$ cat src/sv/nls_pkg.sv
// Shared types and constants for the numeric literal scanner.
package nls_pkg;

  localparam int unsigned LIT_MAX_LEN = 1024;
  localparam int unsigned CNT_W = 11;

  localparam logic [CNT_W-1:0] LIM_DEC = CNT_W'(LIT_MAX_LEN - 1);
  localparam logic [CNT_W-1:0] LIM_RAD = CNT_W'(LIT_MAX_LEN);

  localparam logic [1:0] KIND_DEC = 2'd0;
  localparam logic [1:0] KIND_OCT = 2'd1;
  localparam logic [1:0] KIND_HEX = 2'd2;
  localparam logic [1:0] KIND_BIN = 2'd3;

  typedef enum logic [2:0] {
    PH_IDLE,
    PH_ZERO,
    PH_DEC,
    PH_HEX,
    PH_BIN,
    PH_SUF_DEC,
    PH_SUF_HEX,
    PH_SUF_BIN
  } nls_phase_t;

  typedef struct packed {
    logic [7:0] ch;
    logic       start_req;
  } nls_in_t;

  typedef struct packed {
    logic [31:0]      value;
    logic [1:0]       kind;
    logic             has_dot;
    logic             is_long;
    logic             is_unsigned;
    logic             ch_taken;
    logic             too_long;
    logic [CNT_W-1:0] length;
  } nls_out_t;

  // classified character
  typedef struct packed {
    logic       start;
    logic [3:0] dig;
    logic       dec_ok;
    logic       hex_ok;
    logic       bin_ok;
    logic       is_zero;
    logic       is_dot;
    logic       is_l;
    logic       is_u;
    logic       is_x;
    logic       is_b;
  } nls_class_t;

  typedef struct packed {
    logic oct;
    logic dot;
    logic dot2;
    logic lng;
    logic uns;
  } nls_flags_t;

endpackage

$ cat src/sv/nls_front.sv
// Front end: decodes each text byte into character classes and a digit value.
module nls_front (
  input  nls_pkg::nls_in_t    in_data,
  output nls_pkg::nls_class_t cls
);
  import nls_pkg::*;

  logic [7:0] c;
  logic       is_dec;
  logic       is_lo_hex;
  logic       is_up_hex;

  assign c         = in_data.ch;
  assign is_dec    = (c >= 8'h30) && (c <= 8'h39);
  assign is_lo_hex = (c >= 8'h61) && (c <= 8'h66);
  assign is_up_hex = (c >= 8'h41) && (c <= 8'h46);

  always_comb begin
    cls.start   = in_data.start_req;
    cls.dec_ok  = is_dec;
    cls.hex_ok  = is_dec || is_lo_hex || is_up_hex;
    cls.bin_ok  = (c == 8'h30) || (c == 8'h31);
    cls.is_zero = (c == 8'h30);
    cls.is_dot  = (c == 8'h2e);
    cls.is_l    = (c == 8'h6c) || (c == 8'h4c);
    cls.is_u    = (c == 8'h75) || (c == 8'h55);
    cls.is_x    = (c == 8'h78) || (c == 8'h58);
    cls.is_b    = (c == 8'h62) || (c == 8'h42);
    if (is_lo_hex) begin
      cls.dig = 4'(c - 8'h57);
    end else if (is_up_hex) begin
      cls.dig = 4'(c - 8'h37);
    end else begin
      cls.dig = c[3:0];
    end
  end

endmodule

$ cat src/sv/nls_queue.sv
// Two-word queue between the classifier and the scanner.
module nls_queue (
  input  logic                clk,
  input  logic                rst_n,
  input  logic                push,
  input  nls_pkg::nls_class_t push_data,
  output logic                full,
  input  logic                pop,
  output logic                q_valid,
  output nls_pkg::nls_class_t q_data
);
  import nls_pkg::*;

  nls_class_t mem_r [2];
  logic       wr_ptr_r;
  logic       wr_ptr_nxt;
  logic       rd_ptr_r;
  logic       rd_ptr_nxt;
  logic [1:0] count_r;
  logic [1:0] count_nxt;
  logic       do_push;
  logic       do_pop;

  assign full    = (count_r == 2'd2);
  assign q_valid = (count_r != 2'd0);
  assign q_data  = mem_r[rd_ptr_r];
  assign do_push = push && !full;
  assign do_pop  = pop && q_valid;

  always_comb begin
    wr_ptr_nxt = do_push ? !wr_ptr_r : wr_ptr_r;
    rd_ptr_nxt = do_pop ? !rd_ptr_r : rd_ptr_r;
    count_nxt  = count_r + 2'(do_push) - 2'(do_pop);
  end

  always_ff @(posedge clk) begin
    if (do_push) begin
      mem_r[wr_ptr_r] <= push_data;
    end
  end

  always_ff @(posedge clk) begin
    if (!rst_n) begin
      wr_ptr_r <= 1'b0;
      rd_ptr_r <= 1'b0;
      count_r  <= 2'd0;
    end else begin
      wr_ptr_r <= wr_ptr_nxt;
      rd_ptr_r <= rd_ptr_nxt;
      count_r  <= count_nxt;
    end
  end

endmodule

$ cat src/sv/nls_back.sv
// Back end: literal scanning state machine, value accumulators and result register.
module nls_back (
  input  logic                clk,
  input  logic                rst_n,
  input  logic                q_valid,
  input  nls_pkg::nls_class_t q_data,
  output logic                pop,
  output logic                out_valid,
  input  logic                out_stall,
  output nls_pkg::nls_out_t   out_data
);
  import nls_pkg::*;

  nls_phase_t       phase_r, phase_nxt, phase_w;
  logic [31:0]      dec_r, dec_nxt, dec_w;
  logic [31:0]      oct_r, oct_nxt, oct_w;
  logic [31:0]      rad_r, rad_nxt, rad_w;
  logic [CNT_W-1:0] cnt_r, cnt_nxt, cnt_w;
  nls_flags_t       flags_r, flags_nxt, flags_w;
  logic             suf_r, suf_nxt, suf_w;
  logic             emit;
  logic             taken;
  logic             err;
  nls_out_t         res;
  logic             out_valid_r;
  nls_out_t         out_data_r;

  assign pop       = q_valid && (!out_valid_r || !out_stall);
  assign out_valid = out_valid_r;
  assign out_data  = out_data_r;

  // next state
  always_comb begin
    logic go_dec;
    logic go_rad;
    logic go_suf;
    logic chk_dec;
    logic chk_rad;
    logic take;

    go_dec  = 1'b0;
    go_rad  = 1'b0;
    go_suf  = 1'b0;
    chk_dec = 1'b0;
    chk_rad = 1'b0;
    take    = 1'b0;
    emit    = 1'b0;
    taken   = 1'b0;
    err     = 1'b0;

    if (q_data.start) begin
      phase_w = PH_IDLE;
      dec_w   = '0;
      oct_w   = '0;
      rad_w   = '0;
      cnt_w   = '0;
      flags_w = '0;
      suf_w   = 1'b0;
    end else begin
      phase_w = phase_r;
      dec_w   = dec_r;
      oct_w   = oct_r;
      rad_w   = rad_r;
      cnt_w   = cnt_r;
      flags_w = flags_r;
      suf_w   = suf_r;
    end

    if (q_data.start) begin
      if (q_data.is_zero) begin
        flags_w.oct = 1'b1;
        cnt_w       = CNT_W'(1);
        phase_w     = PH_ZERO;
      end else begin
        go_dec = 1'b1;
      end
    end else begin
      unique case (phase_r)
        PH_IDLE: ;
        PH_ZERO: begin
          if (q_data.is_x || q_data.is_b) begin
            flags_w = '0;
            cnt_w   = CNT_W'(2);
            phase_w = q_data.is_x ? PH_HEX : PH_BIN;
          end else begin
            go_dec = 1'b1;
          end
        end
        PH_DEC: go_dec = 1'b1;
        PH_HEX, PH_BIN: go_rad = 1'b1;
        PH_SUF_DEC, PH_SUF_HEX, PH_SUF_BIN: go_suf = 1'b1;
        default: ;
      endcase
    end

    if (go_dec) begin
      phase_w = PH_DEC;
      if (q_data.is_dot) begin
        if (flags_w.dot) begin
          flags_w.dot2 = 1'b1;
        end
        flags_w.dot = 1'b1;
        cnt_w       = cnt_w + CNT_W'(1);
        chk_dec     = 1'b1;
      end else if (q_data.dec_ok) begin
        if (q_data.dig >= 4'd8) begin
          flags_w.oct = 1'b0;
        end
        if (!flags_w.dot) begin
          dec_w = (dec_w << 3) + (dec_w << 1) + 32'(q_data.dig);
        end
        oct_w   = (oct_w << 3) + 32'(q_data.dig);
        cnt_w   = cnt_w + CNT_W'(1);
        chk_dec = 1'b1;
      end else begin
        go_suf = 1'b1;
      end
    end

    if (go_rad) begin
      if (phase_w == PH_HEX) begin
        if (q_data.hex_ok) begin
          rad_w   = (rad_w << 4) | 32'(q_data.dig);
          cnt_w   = cnt_w + CNT_W'(1);
          chk_rad = 1'b1;
        end else begin
          go_suf = 1'b1;
        end
      end else begin
        if (q_data.bin_ok) begin
          rad_w   = (rad_w << 1) | 32'(q_data.dig[0]);
          cnt_w   = cnt_w + CNT_W'(1);
          chk_rad = 1'b1;
        end else begin
          go_suf = 1'b1;
        end
      end
    end

    if (go_suf) begin
      if (q_data.is_l && !flags_w.lng) begin
        flags_w.lng = 1'b1;
        take        = 1'b1;
      end else if (q_data.is_u && !flags_w.uns && !flags_w.dot) begin
        flags_w.uns = 1'b1;
        take        = 1'b1;
      end
      if (!take) begin
        emit = 1'b1;
      end else if (suf_w) begin
        emit  = 1'b1;
        taken = 1'b1;
      end else begin
        suf_w = 1'b1;
        if (phase_w == PH_HEX) begin
          phase_w = PH_SUF_HEX;
        end else if (phase_w == PH_BIN) begin
          phase_w = PH_SUF_BIN;
        end else begin
          phase_w = PH_SUF_DEC;
        end
      end
    end

    // body length limit
    if ((chk_dec && (cnt_w >= LIM_DEC)) || (chk_rad && (cnt_w >= LIM_RAD))) begin
      emit  = 1'b1;
      taken = 1'b1;
      err   = 1'b1;
    end

    phase_nxt = emit ? PH_IDLE : phase_w;
    suf_nxt   = emit ? 1'b0 : suf_w;
    dec_nxt   = dec_w;
    oct_nxt   = oct_w;
    rad_nxt   = rad_w;
    cnt_nxt   = cnt_w;
    flags_nxt = flags_w;
  end

  // result word
  always_comb begin
    if (phase_w == PH_HEX || phase_w == PH_SUF_HEX) begin
      res.kind = KIND_HEX;
    end else if (phase_w == PH_BIN || phase_w == PH_SUF_BIN) begin
      res.kind = KIND_BIN;
    end else begin
      res.kind = flags_w.oct ? KIND_OCT : KIND_DEC;
    end
    if (err) begin
      res.value = '0;
    end else if (res.kind == KIND_HEX || res.kind == KIND_BIN) begin
      res.value = rad_w;
    end else if (flags_w.dot) begin
      res.value = flags_w.dot2 ? 32'd0 : dec_w;
    end else if (res.kind == KIND_OCT) begin
      res.value = oct_w;
    end else begin
      res.value = dec_w;
    end
    res.has_dot     = flags_w.dot;
    res.is_long     = !err && flags_w.lng;
    res.is_unsigned = !err && flags_w.uns;
    res.ch_taken    = taken;
    res.too_long    = err;
    res.length      = cnt_w;
  end

  always_ff @(posedge clk) begin
    if (!rst_n) begin
      phase_r <= PH_IDLE;
      dec_r   <= '0;
      oct_r   <= '0;
      rad_r   <= '0;
      cnt_r   <= '0;
      flags_r <= '0;
      suf_r   <= 1'b0;
    end else if (pop) begin
      phase_r <= phase_nxt;
      dec_r   <= dec_nxt;
      oct_r   <= oct_nxt;
      rad_r   <= rad_nxt;
      cnt_r   <= cnt_nxt;
      flags_r <= flags_nxt;
      suf_r   <= suf_nxt;
    end
  end

  always_ff @(posedge clk) begin
    if (!rst_n) begin
      out_valid_r <= 1'b0;
    end else if (pop && emit) begin
      out_valid_r <= 1'b1;
    end else if (!out_stall) begin
      out_valid_r <= 1'b0;
    end
  end

  always_ff @(posedge clk) begin
    if (pop && emit) begin
      out_data_r <= res;
    end
  end

endmodule

$ cat src/sv/number_literal_scanner.sv
// Numeric literal scanner: one text byte in per word, one result word per literal.
//
// Input channel (in_valid/in_stall/in_data): one byte of source text per word,
// with start_req set on the first character of a literal. Output channel
// (out_valid/out_stall/out_data): one word when a literal ends, giving its
// value, kind, dot/long/unsigned flags, body length, too-long error and
// whether the ending character was consumed.
// Throughput: one character per cycle, sustained. A classifier decodes each
// byte into a two-word queue; the scanner takes one queued word per cycle
// whenever its result register is empty or being drained.
// Result timing: a result word is valid the cycle after the scanner takes the
// character that ends the literal; with an empty queue, an accepted byte is
// first written into the queue and then taken by the scanner from there.
// While out_stall holds a result word, the scanner takes no characters;
// the queue fills once it holds two words and in_stall rises.
// Reset (rst_n low, synchronous) empties the queue, drops the result register
// and returns the scanner to idle; characters with start_req low are ignored
// until a literal is started.
module number_literal_scanner (
  input  logic              clk,
  input  logic              rst_n,
  input  logic              in_valid,
  output logic              in_stall,
  input  nls_pkg::nls_in_t  in_data,
  output logic              out_valid,
  input  logic              out_stall,
  output nls_pkg::nls_out_t out_data
);
  import nls_pkg::*;

  nls_class_t cls;
  nls_class_t q_data;
  logic       q_full;
  logic       q_valid;
  logic       q_pop;

  assign in_stall = q_full;

  nls_front u_front (
    .in_data (in_data),
    .cls     (cls)
  );

  nls_queue u_queue (
    .clk       (clk),
    .rst_n     (rst_n),
    .push      (in_valid),
    .push_data (cls),
    .full      (q_full),
    .pop       (q_pop),
    .q_valid   (q_valid),
    .q_data    (q_data)
  );

  nls_back u_back (
    .clk       (clk),
    .rst_n     (rst_n),
    .q_valid   (q_valid),
    .q_data    (q_data),
    .pop       (q_pop),
    .out_valid (out_valid),
    .out_stall (out_stall),
    .out_data  (out_data)
  );

endmodule
$ cat config.mk
export PLATFORM = sky130hd
export DESIGN_NAME = number_literal_scanner
export DESIGN_NICKNAME = d
export VERILOG_FILES = /design/src/sv/nls_pkg.sv /design/src/sv/nls_front.sv /design/src/sv/nls_queue.sv /design/src/sv/nls_back.sv /design/src/sv/number_literal_scanner.sv
export SDC_FILE = /design/constraint.sdc
export NUM_CORES = 1
export LEC_CHECK = 0
export BUFFER_PORTS_ARGS = -buffer_cell sky130_fd_sc_hd__buf_4
export CAP_MARGIN = 20
export CORE_UTILIZATION = 60
export CTS_CLUSTER_SIZE = 14
export DETAILED_ROUTE_END_ITERATION = 10
export PLACE_DENSITY = 0.85
export SLEW_MARGIN = 20
export SYNTH_ARGS = -nofsm -noshare
export SYNTH_HDL_FRONTEND = slang
export SYNTH_SLANG_ARGS = --single-unit
$ cat constraint.sdc
create_clock -name clk -period 11.2 [get_ports clk]
set_input_delay 1.68 -clock clk [delete_from_list [all_inputs] [get_ports clk]]
set_output_delay 1.68 -clock clk [all_outputs]
set_load 0.02 [all_outputs]
==> results.sh, run 1 <==
export IMPL_insertion_delay_ns=0.45
export IMPL_synth_top_area_cell="dfxtp_1"
export IMPL_core_um2=21900
export IMPL_cts_hold_buf=0
export IMPL_route_met3_wl_um=4350
export IMPL_finalCoreUtilization_pct=67.1
export IMPL_crit_path_end="u_back.out_data[17]"
export IMPL_dr_wl_met2_um=17200
export IMPL_nets=1744
export IMPL_num_io_pins=65
export IMPL_ctsResizeCount=0
export IMPL_fin_area_um2=14700
export IMPL_clk_pin_slew_worst_paths_ns=0.08
export IMPL_postCtsSetupRepairBufs=0
export IMPL_cts_tree="yes"
export IMPL_antenna_found_initial=1
export IMPL_rsz0062_at_grt="false"
export IMPL_rows=54
export IMPL_crit_path_top_delay_cell="dfxtp_1"
export IMPL_timing_final_crit_period_ns=5.60
export IMPL_ir_drop_v=0.000139
export IMPL_maxSlewViolCount=0
export IMPL_path_cells="or3b_2 > a31oi_1 > a21oi_1 > inv_1 > ha_1 > inv_1 > a2111o_1 > nor3_1 > nor2_1 > a21oi_1 > nor4_1 > nand3b_1 > nor4b_4 > a31oi_4 > a21oi_4 > buf_4"
export IMPL_critPathKind="reg2reg"
export IMPL_met1_length_um=15900
export IMPL_first_iter_violations=1906
export IMPL_ys_ff_latch=200
export IMPL_area_growth_pct=9.11
export IMPL_reg2reg_depth=16
export IMPL_worst_pin_slew_ns=1.11
export IMPL_dr_max_layer_used="met5"
export IMPL_grt_max_degree=76
export IMPL_vias_per_cell=6.71
export IMPL_yosys_warnings=0
export IMPL_critical_path_top_delay_family="simple AND/OR/NAND/NOR gates"
export IMPL_status="finished, final reports clean"
export IMPL_fin_cells=1953
export IMPL_hpwl_um=27100
export IMPL_routed_wl_um=39100
export IMPL_antennaDiodeCount=0
export IMPL_synth_top_area_share_pct=18.1
export IMPL_die_y_um=152
export IMPL_firstDrtPassIters=8
export IMPL_portBuffers=64
export IMPL_crit_buf_inv=3
export IMPL_syn_nets=1745
export IMPL_setup_viol=0
export IMPL_grt_pass1_vias=11600
export IMPL_vias=13100
export IMPL_synth_async_reset_ratio_pct=0
export IMPL_tns_ns=0
export IMPL_cts_buffers=17
export IMPL_cpPeakStageDelay_ns=0.59
export IMPL_syn_area_um2=13500
export IMPL_crit_arrival_ns=5.68
export IMPL_drc_errors=0
export IMPL_grt_pass1_wl_um=61400
export IMPL_worst_slew_margin_rel_pct=25.6
export IMPL_place_area_um2=14100
export IMPL_r2r_end="u_back.out_data[17]"
export IMPL_cts_sinks=200
export IMPL_post_place_cells=1921
export IMPL_synth_flop_cell="dfxtp_1"
export IMPL_crit_path_start_kind="flop"
export IMPL_power_density_nw_per_um2=246
export IMPL_fmax_mhz=179
export IMPL_yosysUniqueCellTypes=87
export IMPL_r2r_slack_ns=5.60
export IMPL_min_period_over_period_pct=50.0
export IMPL_end_kind="flop"
export IMPL_nFillCells=1755
export IMPL_die_w_um=152
export IMPL_avgSynthCellArea_um2=8.10
export IMPL_grt_ovfl_total=0
export IMPL_place_gp_congestion=0.938
export IMPL_clockRootBuffer="clkbuf_16"
export IMPL_drtAntennaViolNets=0
export IMPL_syn_inst=1661
export IMPL_fin_skew_ns=0.0119
export IMPL_cap_viol_max_count=0
export IMPL_htreeDepth=4
export IMPL_grt_usage_pct=34.3
export IMPL_synth_edf_count=78
export IMPL_cp_num_cells=16
export IMPL_power_leakage_nw=5.64
export IMPL_drt_wirelength_per_cell_um=20.0
export IMPL_critPathRequiredTime_ns=11.28
export IMPL_die_area_um2=23000
export IMPL_cts_buffer_depth=2
export IMPL_ys_seq_area_share_pct=35.6
export IMPL_hold_viol=0
export IMPL_holdCritPathClass="reg2reg"
export IMPL_synth_area_leaders="dfxtp_1 (18%), edfxtp_1 (17%), nor2_1 (6.9%)"
export IMPL_start_util_pct=61.5
export IMPL_critPathMaxFanout=50
export IMPL_drive_above_1_share_pct=10.8
-- synthesized netlist by cell type (all sizes together), types with 8 or more instances --
cell type / instances
mux2: 9
xor2: 35
dfxtp: 122
inv: 41
mux2i: 18
a221oi: 8
o21ai: 89
a21o: 11
edfxtp: 78
o21a: 9
buf: 20
nand2: 166
a31oi: 20
a22oi: 10
nor4: 8
o211ai: 10
nand3: 44
o22a: 10
a21oi: 158
xnor2: 27
a211oi: 69
o221ai: 14
nor2b: 8
nand4: 12
and2: 40
clkbuf: 89
nor3b: 9
or3: 8
and3: 25
nor2: 248
ha: 69
o22ai: 16
nor3: 65
-- flip-flops by register name, indices dropped and copies added (netlist names), named ones only --
name	flops
u_back.cnt_r	11
u_back.dec_r	32
u_back.flags_r	5
u_back.oct_r	32
u_back.out_data	50
u_back.out_valid	1
u_back.phase_r	3
u_back.rad_r	32
u_back.suf_r	1
u_queue.count_r	2
u_queue.mem_r	28
u_queue.rd_ptr_r	1
u_queue.wr_ptr_r	1
-- metrics by stage --
stage                     power [mW]  hold slack, ns  setup WS [ns]
after floorplan                 2.38           0.432           4.44
after global placement          2.88           0.439           5.90
after detailed placement        2.93           0.444           5.77
after CTS                       3.55           0.454           5.71
after global routing            3.80           0.494           5.22
final                           3.61           0.457           5.60
-- power by group --
| part | switching, mW | leakage [nW] | internal, mW | total (mW) |
|---|---|---|---|---|
| clock | 0.321 | 0.294 | 0.302 | 0.623 |
| combinational | 1.28 | 3.61 | 0.601 | 1.88 |
| sequential | 0.132 | 1.74 | 0.969 | 1.10 |
-- cell families (layout without fill, tap and decap cells) --
logic type / Yosys count / in the layout / synth area share, %
AO/OA/AOI/OAI: 487 / 487 / 23.9
XOR/XNOR: 62 / 62 / 4.09
adder cells (fa/ha/maj): 71 / 71 / 6.71
buffers and inverters: 150 / 162 / 4.44
flip-flops: 200 / 200 / 35.6
multiplexers: 27 / 27 / 2.09
AND/OR/NAND/NOR: 664 / 664 / 23.2
-- cells in the final DEF (no fill, tap or decap), types with 9 or more instances in the layout --
master     netlist  layout
nand3_1         44      44
clkbuf_16        0      17
o211ai_1        10      10
xor2_1          34      34
and3_1          25      25
mux2_2           9       9
nor3_1          55      55
o22a_1          10      10
a22oi_1         10      10
nand2_1        166     166
o21ai_0         85      85
xnor2_1         27      27
a211oi_1        58      58
a21oi_1        156     154
buf_4            2      89
and2_1          39      39
inv_1           40      38
o22ai_1         16      16
nor3_2           9       9
a31oi_1         19      19
o221ai_1        14      14
o21a_1           9       9
edfxtp_1        78      78
ha_1            69      69
nor2_1         248     247
mux2i_1         18      17
a211oi_2        11      11
nand4_1         12      12
a21o_1          11      11
dfxtp_1        122     122
-- cell type report --
cell class	count	area (um^2)	share of cell area [%]
multi-input cells	1311	8120	55.3
flip-flops and latches	200	4780	32.6
repair buffers	89	668	4.55
clock buffers	17	425	2.90
well taps	280	350	2.39
clock inverters	15	175	1.19
inverters	41	160	1.09
-- layer usage --
layer	vias to the layer above	global-route usage [%]
met4	2	14.6
met2	846	52.2
met5	-	0
met1	6056	47.4
met3	147	6.56
li1	6062	-
-- worst min path at each step --
| stage | startpoint | slack (ns) | cells past startpoint | end |
|---|---|---|---|---|
| finish | u_back.oct_r[31] | 0.46 | 2 | u_back.oct_r[31] |
| detailed placement | u_back.oct_r[31] | 0.44 | 2 | u_back.oct_r[31] |
| CTS | u_back.oct_r[31] | 0.45 | 2 | u_back.oct_r[31] |
| floorplan | u_back.oct_r[31] | 0.43 | 2 | u_back.oct_r[31] |
| global route | u_back.oct_r[31] | 0.49 | 2 | u_back.oct_r[31] |
| global placement | u_back.oct_r[31] | 0.44 | 2 | u_back.oct_r[31] |
-- worst min-delay path, cell delays in order (launching register included) --
cell	delay [ns]
dfxtp_1	0.32
nand2_1	0.05
a21oi_1	0.05
No activity file was read; power rests on OpenSTA's default activity.
==> inputs of run 2 (changes only) <==
--- a/config.mk
+++ b/config.mk
@@ -7,7 +7,7 @@
 export LEC_CHECK = 0
 export BUFFER_PORTS_ARGS = -buffer_cell sky130_fd_sc_hd__buf_4
 export CAP_MARGIN = 20
-export CORE_UTILIZATION = 60
+export CORE_UTILIZATION = 57
 export CTS_CLUSTER_SIZE = 14
 export DETAILED_ROUTE_END_ITERATION = 10
 export PLACE_DENSITY = 0.85
==> constraint.sdc (replaced) <==
create_clock -name clk -period 4.8 [get_ports clk]
set_input_delay 0.72 -clock clk [delete_from_list [all_inputs] [get_ports clk]]
set_output_delay 0.72 -clock clk [all_outputs]
set_load 0.02 [all_outputs]
==> run 2 against run 1 <==
Clock skew decreased by 0.00053 ns. Maximum frequency is 21% higher. Design area rose by 2.4%. Count of clock-buffer cells in the layout grew 1. First-iteration DRC count down 13%. Cell count grew 3.0%. Sequential share of layout area down 0.75 points. Via count shrank 0.25%. Hold slack better by 0.0020 ns. Critical path type unchanged. Largest cell class unchanged.
==> results.sh, run 2 (same netlist as run 1, synthesis figures left out) <==
export IMPL_status="finished, final reports clean"
export IMPL_rows=55
export IMPL_grt_ovfl_total=0
export IMPL_switchingPower_mw=4.00
export IMPL_end_kind="flop"
export IMPL_cts_buffer_depth=2
export IMPL_final_common_cell="nor2_1"
export IMPL_grt_pass1_wl_um=62500
export IMPL_clkPwrFrac_pct=16.8
export IMPL_critPathKind="reg2reg"
export IMPL_power_density_nw_per_um2=563
export IMPL_antennaDiodeCount=0
export IMPL_pwr_share_seq_pct=30.3
export IMPL_routed_wl_um=38700
export IMPL_nets=1770
export IMPL_maxSlewViolCount=0
export IMPL_drtAntennaViolNets=0
export IMPL_critPathRequiredTime_ns=4.94
export IMPL_cts_buffers=17
export IMPL_finalCoreUtilization_pct=65.6
export IMPL_setup_viol=0
export IMPL_die_y_um=156
export IMPL_cellInternalPower_mw=4.47
export IMPL_dr_wl_met2_um=17100
export IMPL_worst_pin_slew_ns=1.08
export IMPL_cts_tree="yes"
export IMPL_hold_viol=0
export IMPL_fin_skew_ns=0.0114
export IMPL_die_w_um=156
export IMPL_timing_final_crit_period_ns=4.62
export IMPL_firstDrtPassIters=8
export IMPL_grt_usage_pct=32.3
export IMPL_vias=13100
export IMPL_clockRootBuffer="clkbuf_16"
export IMPL_swShare_pct=47.2
export IMPL_htreeDepth=4
export IMPL_grt_pass1_vias=12000
export IMPL_start_util_pct=58.7
export IMPL_largest_reg_flops=50
export IMPL_met1_length_um=16100
export IMPL_grt_max_degree=90
export IMPL_clk_pin_slew_worst_paths_ns=0.08
export IMPL_min_period_over_period_pct=96.3
export IMPL_dr_max_layer_used="met4"
export IMPL_ir_drop_v=0.000376
export IMPL_crit_path_start_kind="flop"
export IMPL_route_met3_wl_um=4060
export IMPL_critPathMaxFanout=29
export IMPL_core_um2=22900
export IMPL_cap_viol_max_count=0
export IMPL_hpwl_um=27300
export IMPL_vias_per_cell=6.50
export IMPL_insertion_delay_ns=0.44
export IMPL_final_cell_mix="nor2_1 (248), nand2_1 (166), a21oi_1 (153)"
export IMPL_crit_arrival_ns=4.76
export IMPL_portBuffers=64
export IMPL_power_leakage_nw=5.78
export IMPL_p_total_mw=8.47
export IMPL_cts_hold_buf=0
export IMPL_antenna_found_initial=0
export IMPL_cts_sinks=200
export IMPL_worst_slew_margin_rel_pct=27.1
export IMPL_drt_wirelength_per_cell_um=19.2
export IMPL_die_area_um2=24200
export IMPL_first_iter_violations=1652
export IMPL_area_growth_pct=11.7
export IMPL_num_io_pins=65
export IMPL_drive_above_1_share_pct=12.9
export IMPL_comb_power_share_pct=52.8
export IMPL_holdCritPathClass="in2reg"
export IMPL_fmax_mhz=216
export IMPL_drc_errors=0
export IMPL_place_gp_congestion=0.918
-- run 2: changes by cell type in the layout (fill, tap and decap cells not counted), moves of 2 or more --
cell      change
buf_6         +2
mux2i_2       +2
mux2i_1       -2
buf_12        +2
a31oi_2       +2
clkinv_8      -2
buf_4        +21
clkinv_2      -2
inv_6         +3
a31oi_1       -3
-- run 2: stage by stage --
| stage | area, um^2 | instances | hold WS, ns | TNS (ns) | setup slack (ns) |
|---|---|---|---|---|---|
| floorplan | 13500 | 1661 | 0.432 | -0.776 | -0.0155 |
| global placement | 14400 | 1977 | 0.440 | 0 | 0.211 |
| detailed placement | 14400 | 1978 | 0.448 | 0 | 0.0895 |
| CTS | 15000 | 2010 | 0.445 | 0 | 0.0493 |
| global route | 15000 | 2012 | 0.439 | -0.00603 | -0.00203 |
| finish | 15000 | 2012 | 0.459 | 0 | 0.177 |
-- run 2: cell type report --
cell class	count	area [um^2]
Multi-Input combinational cell	1311	8210
Fill cell	1828	7880
Sequential cell	200	4790
Timing Repair Buffer	115	903
Clock buffer	18	429
Tap cell	313	392
Inverter	41	164
Clock inverter	14	151
-- run 2: power groups by stage --
| stage | sequential (mW) | clock (mW) | combinational (mW) |
|---|---|---|---|
| 2_1_floorplan | 2.59 | 0 | 2.98 |
| 3_3_place_gp | 2.58 | 0 | 4.21 |
| 3_5_place_dp | 2.59 | 0 | 4.30 |
| 4_1_cts | 2.55 | 1.44 | 4.33 |
| 5_1_grt | 2.60 | 1.50 | 4.82 |
| 6_report | 2.57 | 1.43 | 4.47 |
-- run 2: repair_timing --
item / CTS / global route
resized for setup: 0 / 15
setup buffers: 0 / 2
setup endpoints to repair: 0 / 93
-- run 2: worst paths after layout --
| kind | start | endpoint | cells past startpoint | slack [ns] |
|---|---|---|---|---|
| max | flop | u_back.out_data[19] | 17 | 0.18 |
| min | in_data[0] | u_queue.mem_r[1][13] | 1 | 0.46 |
| min reg2reg | u_back.oct_r[31] | u_back.oct_r[31] | 2 | 0.46 |
| max reg2reg | flop | u_back.out_data[19] | 17 | 0.18 |
-- run 2: per-layer routing --
metal | up-vias | GRT usage, %
met5 | - | 0
met4 | 0 | 13.5
met3 | 119 | 6.58
met2 | 752 | 49.6
met1 | 6083 | 44.2
li1 | 6126 | -
-- run 2: critical path, stage by stage, from the launching register on --
cell      delay [ns]
dfxtp_2         0.39
buf_4           0.18
or3_1           0.44
a31oi_4         0.23
a21oi_4         0.08
inv_2           0.10
ha_4            0.17
inv_1           0.04
a2111o_1        0.36
or3_1           0.36
a221oi_2        0.29
and3_4          0.25
xor2_2          0.19
nand4_1         0.18
nor4b_4         0.37
a31oi_4         0.18
a21oi_4         0.24
buf_12          0.23
